## src/rtl/core/sobel_pkg.sv

```systemverilog
// shared constants and types for the sobel edge stream block
package sobel_pkg;

  localparam int unsigned DefMaxWidth  = 1024;
  localparam int unsigned DefMaxHeight = 4096;

  localparam int unsigned PixW   = 8;
  localparam int unsigned WidthW = 11;
  localparam int unsigned HeightW = 13;
  localparam int unsigned RowW   = 12;
  localparam int unsigned ColW   = 10;
  localparam int unsigned GradW  = 11;
  localparam int unsigned MagW   = 15;
  localparam int unsigned SqW    = 29;
  localparam int unsigned RootSteps = 15;

  localparam logic CfgIdxWidth  = 1'b0;
  localparam logic CfgIdxHeight = 1'b1;

  typedef struct packed {
    logic fetch;
    logic load;
    logic step;
    logic finish;
  } sobel_cmd_t;

  typedef struct packed {
    logic emit;
    logic root_done;
  } sobel_sts_t;

endpackage

```

## src/rtl/core/sobel_ctrl.sv

```systemverilog
// controller state machine: pixel intake, root iteration, result handoff
module sobel_ctrl
  import sobel_pkg::*;
(
  input  logic       clk_i,
  input  logic       rst_ni,
  input  logic       in_fire_i,
  output logic       in_ready_o,
  input  logic       out_free_i,
  input  sobel_sts_t sts_i,
  output sobel_cmd_t cmd_o
);

  localparam logic [1:0] StIdle = 2'd0;
  localparam logic [1:0] StLoad = 2'd1;
  localparam logic [1:0] StRoot = 2'd2;
  localparam logic [1:0] StOut  = 2'd3;

  logic [1:0] state_q, state_d;

  always_comb begin
    state_d = state_q;
    cmd_o   = '0;
    in_ready_o = 1'b0;
    case (state_q)
      StIdle: begin
        in_ready_o = 1'b1;
        if (in_fire_i) begin
          cmd_o.fetch = 1'b1;
          state_d = StLoad;
        end
      end
      StLoad: begin
        cmd_o.load = 1'b1;
        state_d = StRoot;
      end
      StRoot: begin
        if (!sts_i.emit) begin
          state_d = StIdle;
        end else if (sts_i.root_done) begin
          state_d = StOut;
        end else begin
          cmd_o.step = 1'b1;
        end
      end
      StOut: begin
        if (out_free_i) begin
          cmd_o.finish = 1'b1;
          state_d = StIdle;
        end
      end
      default: state_d = StIdle;
    endcase
  end

  always_ff @(posedge clk_i or negedge rst_ni) begin
    if (!rst_ni) begin
      state_q <= StIdle;
    end else begin
      state_q <= state_d;
    end
  end

  a_fetch_idle: assert property (@(posedge clk_i) disable iff (!rst_ni)
    cmd_o.fetch |-> state_q == StIdle) else $error("fetch outside idle");
  a_load_after_fetch: assert property (@(posedge clk_i) disable iff (!rst_ni)
    cmd_o.fetch |=> cmd_o.load) else $error("load does not follow fetch");
  a_finish_out: assert property (@(posedge clk_i) disable iff (!rst_ni)
    cmd_o.finish |=> state_q == StIdle) else $error("finish not back to idle");
  a_no_overlap: assert property (@(posedge clk_i) disable iff (!rst_ni)
    $onehot0({cmd_o.fetch, cmd_o.load, cmd_o.step, cmd_o.finish}))
    else $error("commands overlap");

endmodule

```

## config.mk

```make
export PLATFORM = sky130hd
export DESIGN_NAME = sobel_ctrl
export DESIGN_NICKNAME = d
export VERILOG_FILES = /design/src/rtl/core/sobel_pkg.sv /design/src/rtl/core/sobel_ctrl.sv
export SDC_FILE = /design/constraint.sdc
export NUM_CORES = 1
export LEC_CHECK = 0
export ABC_AREA = 1
export BUFFER_PORTS_ARGS = -buffer_cell sky130_fd_sc_hd__buf_4
export CORE_AREA = 2 2 39 41
export CTS_BUF_LIST = sky130_fd_sc_hd__clkbuf_4 sky130_fd_sc_hd__clkbuf_8 sky130_fd_sc_hd__clkbuf_16
export DETAILED_ROUTE_END_ITERATION = 8
export DIE_AREA = 0 0 41 43
export PLACE_DENSITY = 0.36
export SKIP_CTS_REPAIR_TIMING = 1
export SLEW_MARGIN = 20
export SYNTH_ARGS = -nofsm -noshare
export SYNTH_HDL_FRONTEND = slang
export SYNTH_SLANG_ARGS = --single-unit
export TNS_END_PERCENT = 5
```

## constraint.sdc

```tcl
create_clock -name clk_i -period 1.11 [get_ports clk_i]
set_clock_uncertainty 0.2 [all_clocks]
set_input_delay 0 -clock clk_i [delete_from_list [all_inputs] [get_ports clk_i]]
set_output_delay 0 -clock clk_i [all_outputs]
set_load 0.05 [all_outputs]
```

==> run summary <==
Outcome -> finished with violations
Failing checks -> negative hold slack, negative setup slack
Ant diodes -> 0
Rel. slew slack -> 90.2%
CP arrival -> 1090 ps
GR Overflow Total -> 0
WL final -> 431 um
Final instance area -> 374 um2
Largest net degree at the start of global routing -> 6
Crit-path max FO -> 4
Post-DP HPWL -> 307 um
Sink Count -> 2
DR vias/cell -> 3.40
Fin cells -> 62
Initial antenna violation count -> 0
Tot GR Track Use -> 6.93%
P per Cell Area -> 2960 nW/um2
Top reg by flops -> state_q
Number of port buffers -> 10
Highest Clock Rate -> 774 MHz
Total iterations of the first detailed-routing run -> 2
Core area -> 1380 um2
DRC viols -> 0
Top_reg_cell synth -> dfrtp_1
CP Class -> reg -> out
WL/cell -> 6.95 um
Nets -> 54
Commonest cells in the netlist -> inv_1, nor2_1, nand2_1
Syn avg cell area -> 5.56 um2
Proportion of netlist area held by the largest area contributor -> 33.3%
Syn Nets -> 33
Ys Warns -> 0
CP endpoint kind -> primary output
Die W -> 41 um
DP Cell Count -> 54
RSZ-0062 raised after global routing -> yes
Mapped Area -> 150 um2
Final hold slack -> -8.78 ps
Seq/Total Area, Yosys -> 33.3%
Setup violators final -> 7
First-pass GRT wire length -> 690 um
Post-synth top area cell -> dfrtp_1
Data required, critical path -> 910 ps
Row cnt -> 14
Startpoint Class -> flip-flop
Count leader, synth -> inv_1
Placed cell areas -> 268 um2
Initial Utilization -> 10.8%
Number of global-route vias before repair -> 170
Netlist cell types -> 7
Syn-to-layout area delta -> 149%
Total clock buffers created by CTS -> 3
H-tree depth -> 1
HP Class -> in -> reg
Fin crit share -> 116%
Layout cells sized above 1 -> 52.2%
Slew of the pin with the lowest slew margin -> 145 ps
Vias -> 211
Max Cap Viol -> 0
Synth area leaders -> dfrtp_1, inv_1, nor2_1
CTS clock-pin slew for the worst setup and hold paths -> 30 ps
DRT antenna net count -> 0
Post-synth ARST share -> 100%
Synth Register Bits -> 2
Post-synth EDFFs -> 0
Tmin final -> 1290 ps
Top Registers -> state_q x2
Die footprint -> 1760 um2
Mapped Cells -> 27
Maximum root-to-sink buffer count -> 2
Final worst setup slack -> -182 ps
Worst-skew pair later-pin latency -> 220 ps
Final-report hold violation count -> 2
Slew Limit Fails -> 0
Leak -> 0.209 nW
Pwr Total -> 1.11 mW
Max reg flops -> 2
CTS tree -> built
Die Y -> 43 um
Max IR drop VDD -> 831 uV
Root Driver -> clkbuf_4
Drt initial violations -> 2
GPL Wtd Cong -> 0.677
# IOs -> 11
[worst max-delay path, cell delays in order (launching register included)]
cell and delay, ps:
dfrtp_2 430, inv_2 80, nand3_4 90, nor2_4 120, buf_6 160
[metal layers]
metal / vias up / routed length [um] / global-route usage [%]
met5: - / 0 / 0
met4: 0 / 12 / 8.00
met3: 2 / 48 / 6.28
met2: 8 / 188 / 6.88
met1: 86 / 182 / 7.40
li1: 115 / - / -
[placed cells by master (no fill, tap or decap)]
cell,Yosys,final
nand3_1,2,1
buf_8,0,1
buf_4,0,9
nand3_4,0,1
clkbuf_4,0,3
nand2_1,6,6
inv_2,0,2
nor2_1,7,5
dlygate4sd3_1,0,3
o21ai_0,1,1
inv_1,8,6
nor2_4,0,3
dfrtp_2,0,2
buf_6,0,3
[stage by stage]
| step | TNS [ps] | hold WS (ps) | util, % | worst slack [ps] |
|---|---|---|---|---|
| 5_1_grt | -1370 | 20.7 | 27.0 | -250 |
| 6_report | -883 | -8.78 | 27.0 | -182 |
| 3_5_place_dp | -201 | -413 | 19.3 | -95.1 |
| 3_3_place_gp | -220 | -415 | 19.3 | -104 |
| 2_1_floorplan | -998 | -496 | - | -225 |
| 4_1_cts | -1150 | -654 | 21.0 | -292 |
[power by group]
part | total, mW | internal [mW] | switching [mW]
clock network | 0.163 | 0.119 | 0.0434
logic | 0.756 | 0.313 | 0.443
registers | 0.188 | 0.119 | 0.0693
total | 1.11 | 0.551 | 0.556
[area by class of cell]
class                   count  area (um2)
clock buffers               3        22.5
fillers                   170        1010
inverters                   8        30.0
multi-input cells          17         103
flip-flops and latches      2        52.6
well taps                  16        20.0
repair buffers             16         146
[worst paths after layout]
path | start | endpoint | slack, ps | depth (start not counted)
setup / recovery | state_q[0]$_DFFE_PN0P_ | cmd_o[1] | -180 | 4
hold / removal | out_free_i | state_q[1]$_DFFE_PN0P_ | -9 | 6
setup reg to reg | state_q[0]$_DFFE_PN0P_ | state_q[0]$_DFFE_PN0P_ | -70 | 5
hold reg to reg | state_q[0]$_DFFE_PN0P_ | state_q[1]$_DFFE_PN0P_ | 490 | 4
max in group asynchronous | rst_ni | state_q[0]$_DFFE_PN0P_ | 140 | 3
min in group asynchronous | rst_ni | state_q[1]$_DFFE_PN0P_ | 440 | 3
[cells by family (layout without fill, tap and decap cells)]
group / count (synthesis) / after routing / synth area share, %
DFF: 2 / 2 / 33.3
AOI/OAI and AO/OA: 1 / 1 / 3.33
and+or+nand+nor: 16 / 16 / 43.3
buffers and inverters: 8 / 27 / 20.0
No activity file was read; power rests on OpenSTA's default activity.
